**src/hw/rtl/pfa_pkg.sv**
```systemverilog
package pfa_pkg;

    // Field widths fixed by the item format
    localparam int SLOT_W   = 4;
    localparam int AMOUNT_W = 8;
    localparam int COUNT_W  = 5;
    localparam int MODE_W   = 2;
    localparam int CFG_W    = 5;
    localparam int MAX_SLOTS = 16;

    // Configuration register indexes
    localparam logic CFG_FIT_MODE   = 1'b0;
    localparam logic CFG_PART_COUNT = 1'b1;

    // Item actions
    localparam logic ACT_LOAD    = 1'b0;
    localparam logic ACT_REQUEST = 1'b1;

    typedef enum logic [MODE_W-1:0] {
        FIT_FIRST = 2'd0,
        FIT_BEST  = 2'd1,
        FIT_WORST = 2'd2,
        FIT_NEXT  = 2'd3
    } t_fit_mode;

    // Candidate record handed from cell to cell during a scan.
    // lo: first/best/worst candidate over the whole row.
    // hi: first candidate at or after the next-fit start slot.
    typedef struct packed {
        logic                lo_hit;
        logic [SLOT_W-1:0]   lo_slot;
        logic [AMOUNT_W-1:0] lo_size;
        logic                hi_hit;
        logic [SLOT_W-1:0]   hi_slot;
        logic [AMOUNT_W-1:0] hi_size;
    } t_cand;

    // Broadcast control from the sequencer to every cell
    typedef struct packed {
        t_fit_mode           mode;
        logic [AMOUNT_W-1:0] need;
        logic [COUNT_W-1:0]  n_used;
        logic [SLOT_W-1:0]   start;
        logic                wr_en;
        logic [SLOT_W-1:0]   wr_slot;
        logic [AMOUNT_W-1:0] wr_data;
    } t_ctl;

endpackage

```
**src/hw/rtl/pfa_in_if.sv**
```systemverilog
interface pfa_in_if;
    logic                          valid;
    logic                          ready;
    logic                          action;
    logic [pfa_pkg::SLOT_W-1:0]    slot;
    logic [pfa_pkg::AMOUNT_W-1:0]  amount;

    modport source (output valid, output action, output slot, output amount, input ready);
    modport sink   (input valid, input action, input slot, input amount, output ready);
endinterface

```
**src/hw/rtl/pfa_out_if.sv**
```systemverilog
interface pfa_out_if;
    logic                          valid;
    logic                          ready;
    logic                          granted;
    logic [pfa_pkg::SLOT_W-1:0]    chosen_slot;
    logic [pfa_pkg::AMOUNT_W-1:0]  remaining;
    logic                          exact_fit;

    modport source (output valid, output granted, output chosen_slot, output remaining,
                    output exact_fit, input ready);
    modport sink   (input valid, input granted, input chosen_slot, input remaining,
                    input exact_fit, output ready);
endinterface

```
**src/hw/rtl/pfa_cell.sv**
```systemverilog
module pfa_cell #(
    parameter int IDX = 0
) (
    input  logic           i_clk,
    input  logic           i_rst_n,
    input  pfa_pkg::t_ctl  i_ctl,
    input  pfa_pkg::t_cand i_cand,
    output pfa_pkg::t_cand o_cand
);

    logic [pfa_pkg::AMOUNT_W-1:0] r_size;
    pfa_pkg::t_cand               r_cand;
    pfa_pkg::t_cand               n_cand;
    logic                         fits;
    logic                         at_start;

    // This slot can serve the request
    assign fits = (pfa_pkg::COUNT_W'(IDX) < i_ctl.n_used) && (r_size != '0)
                  && (r_size >= i_ctl.need);
    assign at_start = (pfa_pkg::SLOT_W'(IDX) >= i_ctl.start);

    // Fold this slot into the passing candidate
    always_comb begin
        n_cand = i_cand;
        case (i_ctl.mode)
            pfa_pkg::FIT_BEST: begin
                if (fits && (!i_cand.lo_hit || r_size < i_cand.lo_size)) begin
                    n_cand.lo_hit  = 1'b1;
                    n_cand.lo_slot = pfa_pkg::SLOT_W'(IDX);
                    n_cand.lo_size = r_size;
                end
            end
            pfa_pkg::FIT_WORST: begin
                if (fits && (!i_cand.lo_hit || r_size > i_cand.lo_size)) begin
                    n_cand.lo_hit  = 1'b1;
                    n_cand.lo_slot = pfa_pkg::SLOT_W'(IDX);
                    n_cand.lo_size = r_size;
                end
            end
            default: begin
                if (fits && !i_cand.lo_hit) begin
                    n_cand.lo_hit  = 1'b1;
                    n_cand.lo_slot = pfa_pkg::SLOT_W'(IDX);
                    n_cand.lo_size = r_size;
                end
            end
        endcase
        if (fits && at_start && !i_cand.hi_hit) begin
            n_cand.hi_hit  = 1'b1;
            n_cand.hi_slot = pfa_pkg::SLOT_W'(IDX);
            n_cand.hi_size = r_size;
        end
    end

    // Free size of this slot
    always_ff @(posedge i_clk) begin
        if (!i_rst_n) begin
            r_size <= '0;
        end else if (i_ctl.wr_en && i_ctl.wr_slot == pfa_pkg::SLOT_W'(IDX)) begin
            r_size <= i_ctl.wr_data;
        end
    end

    // Candidate handed to the next cell
    always_ff @(posedge i_clk) begin
        r_cand <= n_cand;
    end

    assign o_cand = r_cand;

endmodule

```
**src/hw/rtl/partition_fit_allocator.sv**
```systemverilog
// Partition allocator with first, best, worst and next fit. The free sizes
// live in a row of cells, one per slot (min(SLOTS,16) cells). A load item
// writes one slot and its result is presented on the next cycle. A request
// item launches a candidate that moves one cell per clock down the row; its
// result is presented once the candidate has passed the whole cell row and
// the sequencer has gone from the scan state to the done state, where the
// winner is written back on the same edge that loads the result. One item
// is worked on at a time, and the input is held off while a result waits in
// the output register, so a new request is taken only after the last one has
// left the done state and the output register has room. Free sizes and the
// next-fit start reset to zero.
module partition_fit_allocator #(
    parameter int SLOTS = 16
) (
    input  logic                        i_clk,
    input  logic                        i_rst_n,
    input  logic                        i_cfg_we,
    input  logic                        i_cfg_idx,
    input  logic [pfa_pkg::CFG_W-1:0]   i_cfg_data,
    pfa_in_if.sink                      i_item,
    pfa_out_if.source                   o_result
);

    localparam int DEPTH = (SLOTS < pfa_pkg::MAX_SLOTS) ? SLOTS : pfa_pkg::MAX_SLOTS;
    localparam int CW    = $clog2(DEPTH);

    typedef enum logic [2:0] {
        S_IDLE = 3'b001,
        S_SCAN = 3'b010,
        S_DONE = 3'b100
    } t_state;

    t_state                          r_state, n_state;
    logic [CW-1:0]                   r_cnt;
    pfa_pkg::t_fit_mode              r_mode;
    logic [pfa_pkg::COUNT_W-1:0]     r_count;
    logic [pfa_pkg::SLOT_W-1:0]      r_next_start;
    logic [pfa_pkg::AMOUNT_W-1:0]    r_need;

    logic                            r_o_valid;
    logic                            r_o_granted;
    logic [pfa_pkg::SLOT_W-1:0]      r_o_slot;
    logic [pfa_pkg::AMOUNT_W-1:0]    r_o_remaining;
    logic                            r_o_exact;

    pfa_pkg::t_ctl                   ctl;
    pfa_pkg::t_cand                  chain [DEPTH+1];
    logic [pfa_pkg::COUNT_W-1:0]     n_used;
    logic                            out_free;
    logic                            in_accept;
    logic                            is_load;
    logic                            pick_hit;
    logic [pfa_pkg::SLOT_W-1:0]      pick_slot;
    logic [pfa_pkg::AMOUNT_W-1:0]    pick_size;
    logic [pfa_pkg::AMOUNT_W-1:0]    pick_rem;
    logic                            finish;

    assign n_used = (r_count > pfa_pkg::COUNT_W'(DEPTH)) ? pfa_pkg::COUNT_W'(DEPTH) : r_count;

    assign out_free     = !r_o_valid || o_result.ready;
    assign i_item.ready = (r_state == S_IDLE) && out_free;
    assign in_accept    = i_item.valid && i_item.ready;
    assign is_load      = (i_item.action == pfa_pkg::ACT_LOAD);
    assign finish       = (r_state == S_DONE) && out_free;

    // Winner at the end of the row
    always_comb begin
        if (r_mode == pfa_pkg::FIT_NEXT && chain[DEPTH].hi_hit) begin
            pick_hit  = 1'b1;
            pick_slot = chain[DEPTH].hi_slot;
            pick_size = chain[DEPTH].hi_size;
        end else begin
            pick_hit  = chain[DEPTH].lo_hit;
            pick_slot = chain[DEPTH].lo_slot;
            pick_size = chain[DEPTH].lo_size;
        end
        pick_rem = pick_size - r_need;
    end

    // Broadcast control to the cells
    always_comb begin
        ctl.mode    = r_mode;
        ctl.need    = r_need;
        ctl.n_used  = n_used;
        ctl.start   = (pfa_pkg::COUNT_W'(r_next_start) < n_used) ? r_next_start : '0;
        ctl.wr_en   = 1'b0;
        ctl.wr_slot = pick_slot;
        ctl.wr_data = pick_rem;
        if (r_state == S_IDLE) begin
            ctl.wr_en   = in_accept && is_load;
            ctl.wr_slot = i_item.slot;
            ctl.wr_data = i_item.amount;
        end else if (finish) begin
            ctl.wr_en = pick_hit;
        end
    end

    // Row of slot cells
    assign chain[0] = '0;
    for (genvar g = 0; g < DEPTH; g++) begin : g_cell
        pfa_cell #(.IDX(g)) u_cell (
            .i_clk   (i_clk),
            .i_rst_n (i_rst_n),
            .i_ctl   (ctl),
            .i_cand  (chain[g]),
            .o_cand  (chain[g+1])
        );
    end

    // Sequencer
    always_comb begin
        n_state = r_state;
        unique case (r_state)
            S_IDLE: begin
                if (in_accept && !is_load) begin
                    n_state = S_SCAN;
                end
            end
            S_SCAN: begin
                if (r_cnt == CW'(DEPTH - 1)) begin
                    n_state = S_DONE;
                end
            end
            S_DONE: begin
                if (out_free) begin
                    n_state = S_IDLE;
                end
            end
            default: n_state = S_IDLE;
        endcase
    end

    always_ff @(posedge i_clk) begin
        if (!i_rst_n) begin
            r_state <= S_IDLE;
            r_cnt   <= '0;
        end else begin
            r_state <= n_state;
            if (r_state == S_SCAN) begin
                r_cnt <= r_cnt + 1'b1;
            end else begin
                r_cnt <= '0;
            end
        end
    end

    // Request amount held through the scan
    always_ff @(posedge i_clk) begin
        if (in_accept) begin
            r_need <= i_item.amount;
        end
    end

    // Configuration registers
    always_ff @(posedge i_clk) begin
        if (!i_rst_n) begin
            r_mode  <= pfa_pkg::FIT_FIRST;
            r_count <= pfa_pkg::COUNT_W'(pfa_pkg::MAX_SLOTS);
        end else if (i_cfg_we) begin
            unique case (i_cfg_idx)
                pfa_pkg::CFG_FIT_MODE: begin
                    r_mode <= pfa_pkg::t_fit_mode'(i_cfg_data[pfa_pkg::MODE_W-1:0]);
                end
                pfa_pkg::CFG_PART_COUNT: r_count <= i_cfg_data[pfa_pkg::COUNT_W-1:0];
                default: ;
            endcase
        end
    end

    // Next-fit start follows the last next-fit grant
    always_ff @(posedge i_clk) begin
        if (!i_rst_n) begin
            r_next_start <= '0;
        end else if (finish && pick_hit && r_mode == pfa_pkg::FIT_NEXT) begin
            r_next_start <= pick_slot;
        end
    end

    // Output register
    always_ff @(posedge i_clk) begin
        if (!i_rst_n) begin
            r_o_valid <= 1'b0;
        end else if (in_accept && is_load) begin
            r_o_valid <= 1'b1;
        end else if (finish) begin
            r_o_valid <= 1'b1;
        end else if (o_result.ready) begin
            r_o_valid <= 1'b0;
        end
    end

    always_ff @(posedge i_clk) begin
        if (in_accept && is_load) begin
            r_o_granted   <= 1'b0;
            r_o_slot      <= '0;
            r_o_remaining <= '0;
            r_o_exact     <= 1'b0;
        end else if (finish) begin
            r_o_granted   <= pick_hit;
            r_o_slot      <= pick_hit ? pick_slot : '0;
            r_o_remaining <= pick_hit ? pick_rem : '0;
            r_o_exact     <= pick_hit && (pick_rem == '0) && (r_need != '0);
        end
    end

    assign o_result.valid       = r_o_valid;
    assign o_result.granted     = r_o_granted;
    assign o_result.chosen_slot = r_o_slot;
    assign o_result.remaining   = r_o_remaining;
    assign o_result.exact_fit   = r_o_exact;

endmodule
```
**src/flat_wrapper.sv**
```systemverilog
// flat-port wrapper written by rule: the top's interface ports become plain ports
module partition_fit_allocator_flat 
#(
    parameter int SLOTS = 16
)
  (i_clk, i_rst_n, i_cfg_we, i_cfg_idx, i_cfg_data, i_item_valid, i_item_action, i_item_slot, i_item_amount, i_item_ready, o_result_valid, o_result_granted, o_result_chosen_slot, o_result_remaining, o_result_exact_fit, o_result_ready);
  pfa_in_if i_item_i ();
  pfa_out_if o_result_i ();
  input  logic i_clk;
  input  logic i_rst_n;
  input  logic i_cfg_we;
  input  logic i_cfg_idx;
  input  logic [pfa_pkg::CFG_W-1:0] i_cfg_data;
  input wire logic [$bits(i_item_i.valid)-1:0] i_item_valid;
  input wire logic [$bits(i_item_i.action)-1:0] i_item_action;
  input wire logic [$bits(i_item_i.slot)-1:0] i_item_slot;
  input wire logic [$bits(i_item_i.amount)-1:0] i_item_amount;
  output wire logic [$bits(i_item_i.ready)-1:0] i_item_ready;
  output wire logic [$bits(o_result_i.valid)-1:0] o_result_valid;
  output wire logic [$bits(o_result_i.granted)-1:0] o_result_granted;
  output wire logic [$bits(o_result_i.chosen_slot)-1:0] o_result_chosen_slot;
  output wire logic [$bits(o_result_i.remaining)-1:0] o_result_remaining;
  output wire logic [$bits(o_result_i.exact_fit)-1:0] o_result_exact_fit;
  input wire logic [$bits(o_result_i.ready)-1:0] o_result_ready;
  assign i_item_i.valid = i_item_valid;
  assign i_item_i.action = i_item_action;
  assign i_item_i.slot = i_item_slot;
  assign i_item_i.amount = i_item_amount;
  assign i_item_ready = i_item_i.ready;
  assign o_result_valid = o_result_i.valid;
  assign o_result_granted = o_result_i.granted;
  assign o_result_chosen_slot = o_result_i.chosen_slot;
  assign o_result_remaining = o_result_i.remaining;
  assign o_result_exact_fit = o_result_i.exact_fit;
  assign o_result_i.ready = o_result_ready;
  partition_fit_allocator #(.SLOTS(SLOTS)) u_core (.i_clk(i_clk), .i_rst_n(i_rst_n), .i_cfg_we(i_cfg_we), .i_cfg_idx(i_cfg_idx), .i_cfg_data(i_cfg_data), .i_item(i_item_i), .o_result(o_result_i));
endmodule
```
**config.mk**
```make
export PLATFORM = sky130hd
export DESIGN_NAME = partition_fit_allocator_flat
export DESIGN_NICKNAME = d
export VERILOG_FILES = /design/src/hw/rtl/pfa_pkg.sv /design/src/hw/rtl/pfa_in_if.sv /design/src/hw/rtl/pfa_out_if.sv /design/src/hw/rtl/pfa_cell.sv /design/src/hw/rtl/partition_fit_allocator.sv /design/src/flat_wrapper.sv
export SDC_FILE = /design/constraint.sdc
export NUM_CORES = 1
export LEC_CHECK = 0
export BUFFER_PORTS_ARGS = -buffer_cell sky130_fd_sc_hd__buf_4
export CAP_MARGIN = 10
export CORE_MARGIN = 4
export CORE_UTILIZATION = 51
export CTS_BUF_LIST = sky130_fd_sc_hd__clkbuf_8
export CTS_CLUSTER_DIAMETER = 100
export CTS_CLUSTER_SIZE = 8
export DETAILED_ROUTE_END_ITERATION = 16
export GPL_TIMING_DRIVEN = 0
export PLACE_DENSITY = 0.79
export SYNTH_ARGS = -nofsm -noshare
export SYNTH_HDL_FRONTEND = slang
export SYNTH_SLANG_ARGS = --single-unit
export TNS_END_PERCENT = 10
```
**constraint.sdc**
```tcl
create_clock -name i_clk -period 3.4 [get_ports i_clk]
set_input_delay 0 -clock i_clk [delete_from_list [all_inputs] [get_ports i_clk]]
set_output_delay 0 -clock i_clk [all_outputs]
set_load 0.02 [all_outputs]
```
==> results.json, run 1 <==
{
  "crit_path_start_kind": "register",
  "utilization": 0.586,
  "avgViaCountPerCell": 6.32,
  "power.total_mw": 16.0,
  "core_mm2": 0.0506,
  "die_area_mm2": 0.0552,
  "place_ws_ns": -0.973,
  "post_dp_cell_area_mm2": 0.0275,
  "crit_path_end": "u_core.g_cell[4].u_cell.o_cand[4]",
  "clk_latency_ns": 0.69,
  "num-fill-cells": 4146,
  "drt-pass1-iter-count": 7,
  "start_util": 0.520,
  "grt_pass1_vias": 22100,
  "drc": 0,
  "multi_input_comb_area_mm2": 0.0142,
  "synthFlopType": "dfxtp_1",
  "syn-num-nets": 2923,
  "timing.rr.start": "u_core.r_need[7]",
  "die_h_um": 235,
  "rsz0062_at_grt": "yes",
  "wl_per_cell_um": 23.9,
  "final_max_slew_viol_count": 0,
  "slowest_delay_ns": 0.73,
  "grt_max_degree": 11,
  "clockBufferDepth": 3,
  "numCtsBuffers": 79,
  "report.final.hold_viol_count": 0,
  "critPathRequiredTime_ns": 3.95,
  "detail-route-antenna-nets": 0,
  "fin_crit_sh": 1.01,
  "end_kind": "register",
  "area_growth_pct": 12.7,
  "crit_type": "register to register",
  "clockRootBuffer": "clkbuf_8",
  "synth_cell_types": 92,
  "layout.nets": 3115,
  "synth_edf_count": 8,
  "regArea_mm2": 0.0112,
  "clk_pin_slew_ns": 0.07,
  "setup_violations": 3,
  "htree_num_levels": 3,
  "critPathSlowestCell": "a222oi_1",
  "async_flop_share": 0,
  "tightest_slew_ns": 1.10,
  "path_cells": "clkinvlp_4 -> buf_6 -> ha_1 -> nand4_1 -> or3_1 -> a222oi_1 -> nor3b_2 -> buf_6 -> mux2_2",
  "drive_gt1_frac": 0.166,
  "maxCapViolCount": 0,
  "fin_skew_ns": 0.0409,
  "max_freq_mhz": 292,
  "cp.arrival_ns": 3.97,
  "yosysWarningCount": 0,
  "postLayoutCellArea_mm2": 0.0296,
  "grt_pass1_wl_um": 126000,
  "portBuffers": 37,
  "dieWidth_um": 235,
  "yosysSeqAreaShare": 0.426,
  "grt_overflow": 0,
  "rrSetupSlack_ns": -0.02,
  "violations": "setup timing",
  "place_inst": 3348,
  "antenna_found_initial": 4,
  "run_status": "complete, but fails checks",
  "hold_class": "primary input to register",
  "dr_total_vias": 22200,
  "power_density_mw_per_mm2": 540,
  "critPathLaunch": "u_core.r_need[7]",
  "drt-total-wl_um": 84100,
  "r2r_end": "u_core.g_cell[4].u_cell.o_cand[4]",
  "fin_setup_tns_ns": -0.0260,
  "syn_area_mm2": 0.0263,
  "cts_sinks": 555,
  "setup_ws_ns": -0.0188,
  "synth_area_leaders": "dfxtp_1 42%, ha_1 12%, mux2_2 5.4%",
  "r2r_cells": 9,
  "grtUsageTotal": 0.291,
  "avgSynthCellArea_um2": 9.97,
  "floorplan.rows": 82,
  "post_layout_nonfiller_instances": 3513,
  "relSlewSlack": 0.261,
  "synth_top_area_share": 0.417,
  "io_pins": 40,
  "drt-initial-drc-count": 2463,
  "dp_hpwl_um": 58400,
  "cts_tree": "yes",
  "p_leak_nw": 13.5,
  "critPathMaxFanout": 10,
  "ir_drop_v": 0.000493,
  "netlist.top_cell.by_area": "dfxtp_1",
  "finalHoldWorstSlack_ns": 0.0493,
  "synthCells": 2636,
  "ys_ff_latch": 555,
  "period_needed_ns": 3.42,
  "routabilityCongestion": 0.971,
  "cp_common_cell": "buf_6"
}
## worst max-delay path, delay by kind of cell (launching register included)
| family | cells | cell delay [ns] |
|---|---|---|
| adder cells (fa/ha/maj) | 1 | 0.30 |
| flip-flops | 1 | 0.46 |
| buffers and inverters | 3 | 0.59 |
| AO/OA/AOI/OAI | 1 | 0.73 |
| multiplexers | 1 | 0.36 |
| AND/OR/NAND/NOR | 3 | 0.82 |
## final cells by class
cell class / instances / share of cell area
well taps: 672 / 0.0284
repair buffers: 111 / 0.0340
flip-flops and latches: 555 / 0.378
clock buffers: 82 / 0.0381
plain buffers: 105 / 0.0204
inverters: 162 / 0.0215
clock inverters: 8 / 0.00156
multi-input cells: 1814 / 0.478
diodes: 4 / 0.000338
## power by group
group          switching, mW  internal [mW]
registers              0.287           6.80
logic                   2.86           1.50
clock network           2.41           2.15
total                   5.56           10.4
## cells in the mapped netlist, drive strengths merged, types with 13 or more instances
library cell  number
a22o             121
dfxtp            547
o21ai            102
a21oi            142
or2               36
buf               50
nor4              34
mux2i             35
and2              31
nor2             137
a211oi            31
nand2            233
nor3              26
o211a            101
clkbuf            55
nand3             28
nor2b             39
nor3b             17
a21o              36
o21a              15
ha               262
a21boi            24
inv              162
nand2b            28
nand4             26
o211ai            21
a31oi             13
mux2             129
## layer usage
layer / share of wire / up-vias / global-route usage / routed length [um]
li1: - / 9939 / - / -
met3: 0.098 / 371 / 0.0716 / 8230
met2: 0.45 / 1209 / 0.464 / 37600
met1: 0.39 / 10700 / 0.366 / 33200
met4: 0.060 / 0 / 0.150 / 5080
met5: 0 / - / 0 / 0
## cell usage in the layout (no fill, tap or decap), drive strengths merged, types with 21 or more instances in the layout
cell,synthesis,final
dfxtp,547,547
ha,262,262
nand2,233,233
inv,162,159
a21oi,142,142
clkbuf,55,139
nor2,137,137
buf,50,132
mux2,129,129
a22o,121,121
o21ai,102,102
o211a,101,101
nor2b,39,39
a21o,36,36
or2,36,36
mux2i,35,35
nor4,34,34
and2,31,31
a211oi,31,31
nand3,28,28
nand2b,28,28
dlygate4sd3,0,27
nand4,26,26
nor3,26,26
a21boi,24,24
o211ai,21,21
## state kept, by name, indices dropped and copies added (netlist names)
name / cells
u_core.g_cell.u_cell.o_cand: 386
u_core.g_cell.u_cell.r_size: 128
u_core.o_result.remaining: 8
u_core.r_need: 8
u_core.r_count: 5
u_core.o_result.chosen_slot: 4
u_core.r_cnt: 4
u_core.r_next_start: 4
u_core.r_state: 3
u_core.r_mode: 2
u_core.o_result.exact_fit: 1
u_core.o_result.granted: 1
u_core.o_result.valid: 1
## kinds of logic after synthesis
kind of cell,after synthesis,share of synthesized area
AOI/OAI and AO/OA,705,0.201
and+or+nand+nor,675,0.132
DFF,555,0.426
buffers and inverters,267,0.0441
adders and majority gates,263,0.125
muxes,164,0.0687
xor gates and xnor gates,7,0.00233
## worst min-delay path by stage
stage / end / slack [ns] / depth (start not counted) / start
CTS: u_core.r_need[7] / 0.02 / 2 / i_item_amount[7]
finish: u_core.r_need[0] / 0.05 / 2 / i_item_amount[0]
floorplan: u_core.r_need[0] / 0.1 / 0 / i_item_amount[0]
detailed placement: u_core.r_need[3] / 0.19 / 1 / i_item_amount[3]
global placement: u_core.r_need[0] / 0.19 / 1 / i_item_amount[0]
global route: u_core.r_need[0] / 0.05 / 2 / i_item_amount[0]
## repair_timing
action	in CTS	in global routing
setup endpoints to repair	454	225
resized for setup	39	39
pin swaps	1	2
endpoints found under the hold margin	103	0
gates cloned	0	1
setup buffers	43	0
hold buffers	27	0
No activity file was read; power rests on OpenSTA's default activity.
==> inputs of run 2 (changes only) <==
- CORE_UTILIZATION: 51 -> 59
- PLACE_DENSITY: 0.79 -> 0.88
- SKIP_CTS_REPAIR_TIMING: default -> 1
==> run 2 against run 1 <==
The flow still finishes with violations (setup timing). Worst hold slack improved by 0.029 ns. Register-to-register slack got worse by 0.21 ns. Via count rose by 1.5%. Cell count fell by 2.7%. Sequential power barely moved. Global-route usage rose by 3.9 points. Final area fell by 0.55%. Wire length fell by 1.3%. Critical path type unchanged. Largest cell class unchanged.
==> results.json, run 2 (synthesized netlist as in run 1, its figures left out) <==
{
  "timing.rr.start": "u_core.r_mode[0]",
  "finalHoldWorstSlack_ns": 0.0786,
  "routabilityCongestion": 0.979,
  "relSlewSlack": 0.198,
  "floorplan.rows": 77,
  "grt_overflow": 0,
  "p_comb_frac": 0.271,
  "drive_gt1_frac": 0.158,
  "final_max_slew_viol_count": 0,
  "setup_violations": 113,
  "dr_total_vias": 22600,
  "cts_sinks": 555,
  "die_area_mm2": 0.0480,
  "layout_commonest_cell": "dfxtp_1",
  "clk_pin_slew_ns": 0.07,
  "drt-pass1-iter-count": 7,
  "dieWidth_um": 219,
  "multi_input_comb_area_mm2": 0.0141,
  "fin_crit_sh": 1.07,
  "io_pins": 40,
  "min_path_cells": 2,
  "drt-initial-drc-count": 3021,
  "setup_ws_ns": -0.229,
  "p_sw_mw": 5.48,
  "drt-total-wl_um": 83000,
  "critPathLaunch": "u_core.r_mode[0]",
  "r2r_cells": 8,
  "drc": 0,
  "max_freq_mhz": 276,
  "portBuffers": 37,
  "grtUsageTotal": 0.329,
  "critPathMaxFanout": 10,
  "tightest_slew_ns": 1.19,
  "report.final.hold_viol_count": 0,
  "hp-start": "i_item_amount[3]",
  "switching_share": 0.343,
  "final_cell_mix": "547 x dfxtp_1, 259 x ha_1, 229 x nand2_1",
  "clockBufferDepth": 3,
  "clk_latency_ns": 0.68,
  "p_leak_nw": 13.5,
  "run_status": "complete, but fails checks",
  "hold_class": "primary input to register",
  "critPathRequiredTime_ns": 4.00,
  "cp.arrival_ns": 4.23,
  "area_growth_pct": 12.1,
  "place_ws_ns": -0.957,
  "crit_type": "register to register",
  "place_inst": 3270,
  "avgViaCountPerCell": 6.60,
  "fin_skew_ns": 0.0487,
  "clkPwrFrac": 0.285,
  "violations": "setup timing",
  "power.total_mw": 16.0,
  "detail-route-antenna-nets": 0,
  "numCtsBuffers": 79,
  "layout.nets": 3103,
  "wl_per_cell_um": 24.3,
  "min_to": "u_core.r_need[3]",
  "post_layout_nonfiller_instances": 3417,
  "grt_pass1_wl_um": 122000,
  "utilization": 0.668,
  "core_mm2": 0.0441,
  "r2r_end": "u_core.g_cell[2].u_cell.o_cand[18]",
  "seqPwrFrac": 0.444,
  "regArea_mm2": 0.0112,
  "dp_hpwl_um": 57600,
  "power_density_mw_per_mm2": 542,
  "clockRootBuffer": "clkbuf_8",
  "internal_power_mw": 10.5,
  "die_h_um": 219,
  "end_kind": "register",
  "crit_path_start_kind": "register",
  "period_needed_ns": 3.63,
  "start_util": 0.596,
  "num-fill-cells": 3329,
  "grt_pass1_vias": 22000,
  "htree_num_levels": 3,
  "ir_drop_v": 0.000368,
  "antenna_found_initial": 0,
  "grt_max_degree": 19,
  "maxCapViolCount": 0,
  "rrSetupSlack_ns": -0.23,
  "cts_tree": "yes",
  "largest_reg_flops": 386,
  "rsz0062_at_grt": "yes"
}
==> run 2: cell types whose count changed in the layout (fill, tap and decap cells not counted), sizes merged <==
cell / before / now
clkbuf: 139 / 136
buf: 132 / 124
dlygate4sd3: 27 / 26
inv: 159 / 158
diode: 4 / 1
==> run 2: power groups by stage <==
| stage | logic, mW | registers (mW) | clock network (mW) |
|---|---|---|---|
| detailed placement | 3.62 | 7.22 | 0 |
| floorplan | 2.24 | 7.11 | 0 |
| global route | 4.53 | 7.10 | 4.84 |
| finish | 4.33 | 7.09 | 4.54 |
| CTS | 3.63 | 7.08 | 4.56 |
| global placement | 3.41 | 7.21 | 0 |
==> run 2: layer usage <==
| layer | global-route usage | routed length [um] | part of all wire | up-vias |
|---|---|---|---|---|
| met4 | 0.205 | 5580 | 0.067 | 0 |
| met3 | 0.0798 | 8500 | 0.10 | 452 |
| met2 | 0.518 | 37200 | 0.45 | 1372 |
| met1 | 0.408 | 31800 | 0.38 | 10800 |
| met5 | 0 | 0 | 0 | - |
| li1 | - | - | - | 9929 |
==> run 2: worst max-delay path, stage by stage (launching register included) <==
cell	delay (ns)
dfxtp_1	0.43
inv_1	0.08
ha_1	0.32
clkbuf_1	0.51
clkbuf_1	0.68
clkbuf_1	0.62
o21ai_0	0.21
o211ai_1	0.44
a22o_1	0.25
==> run 2: worst max path at each step <==
stage	to	depth (start not counted)
after floorplan	u_core.o_result.exact_fit	11
after global placement	u_core.g_cell[12].u_cell.r_size[6]	11
after detailed placement	u_core.g_cell[1].u_cell.r_size[2]	9
after CTS	u_core.g_cell[1].u_cell.r_size[2]	9
after global routing	u_core.o_result.exact_fit	13
final	u_core.g_cell[2].u_cell.o_cand[18]	8
==> run 2: cell type report <==
cell class / count / area share
Timing Repair Buffer: 99 / 0.0341
Antenna cell: 1 / 0.0000849
Tap cell: 592 / 0.0251
Clock inverter: 7 / 0.00144
Sequential cell: 555 / 0.380
Clock buffer: 82 / 0.0383
Multi-Input combinational cell: 1814 / 0.479
Inverter: 162 / 0.0217
Buffer: 105 / 0.0205
==> run 2: stage by stage <==
stage	cell area, um^2	TNS (ns)
global route	29500	-17.30
finish	29500	-10.25
detailed placement	27400	-119.76
floorplan	26300	0
global placement	27300	-148.07
CTS	28500	-143.88
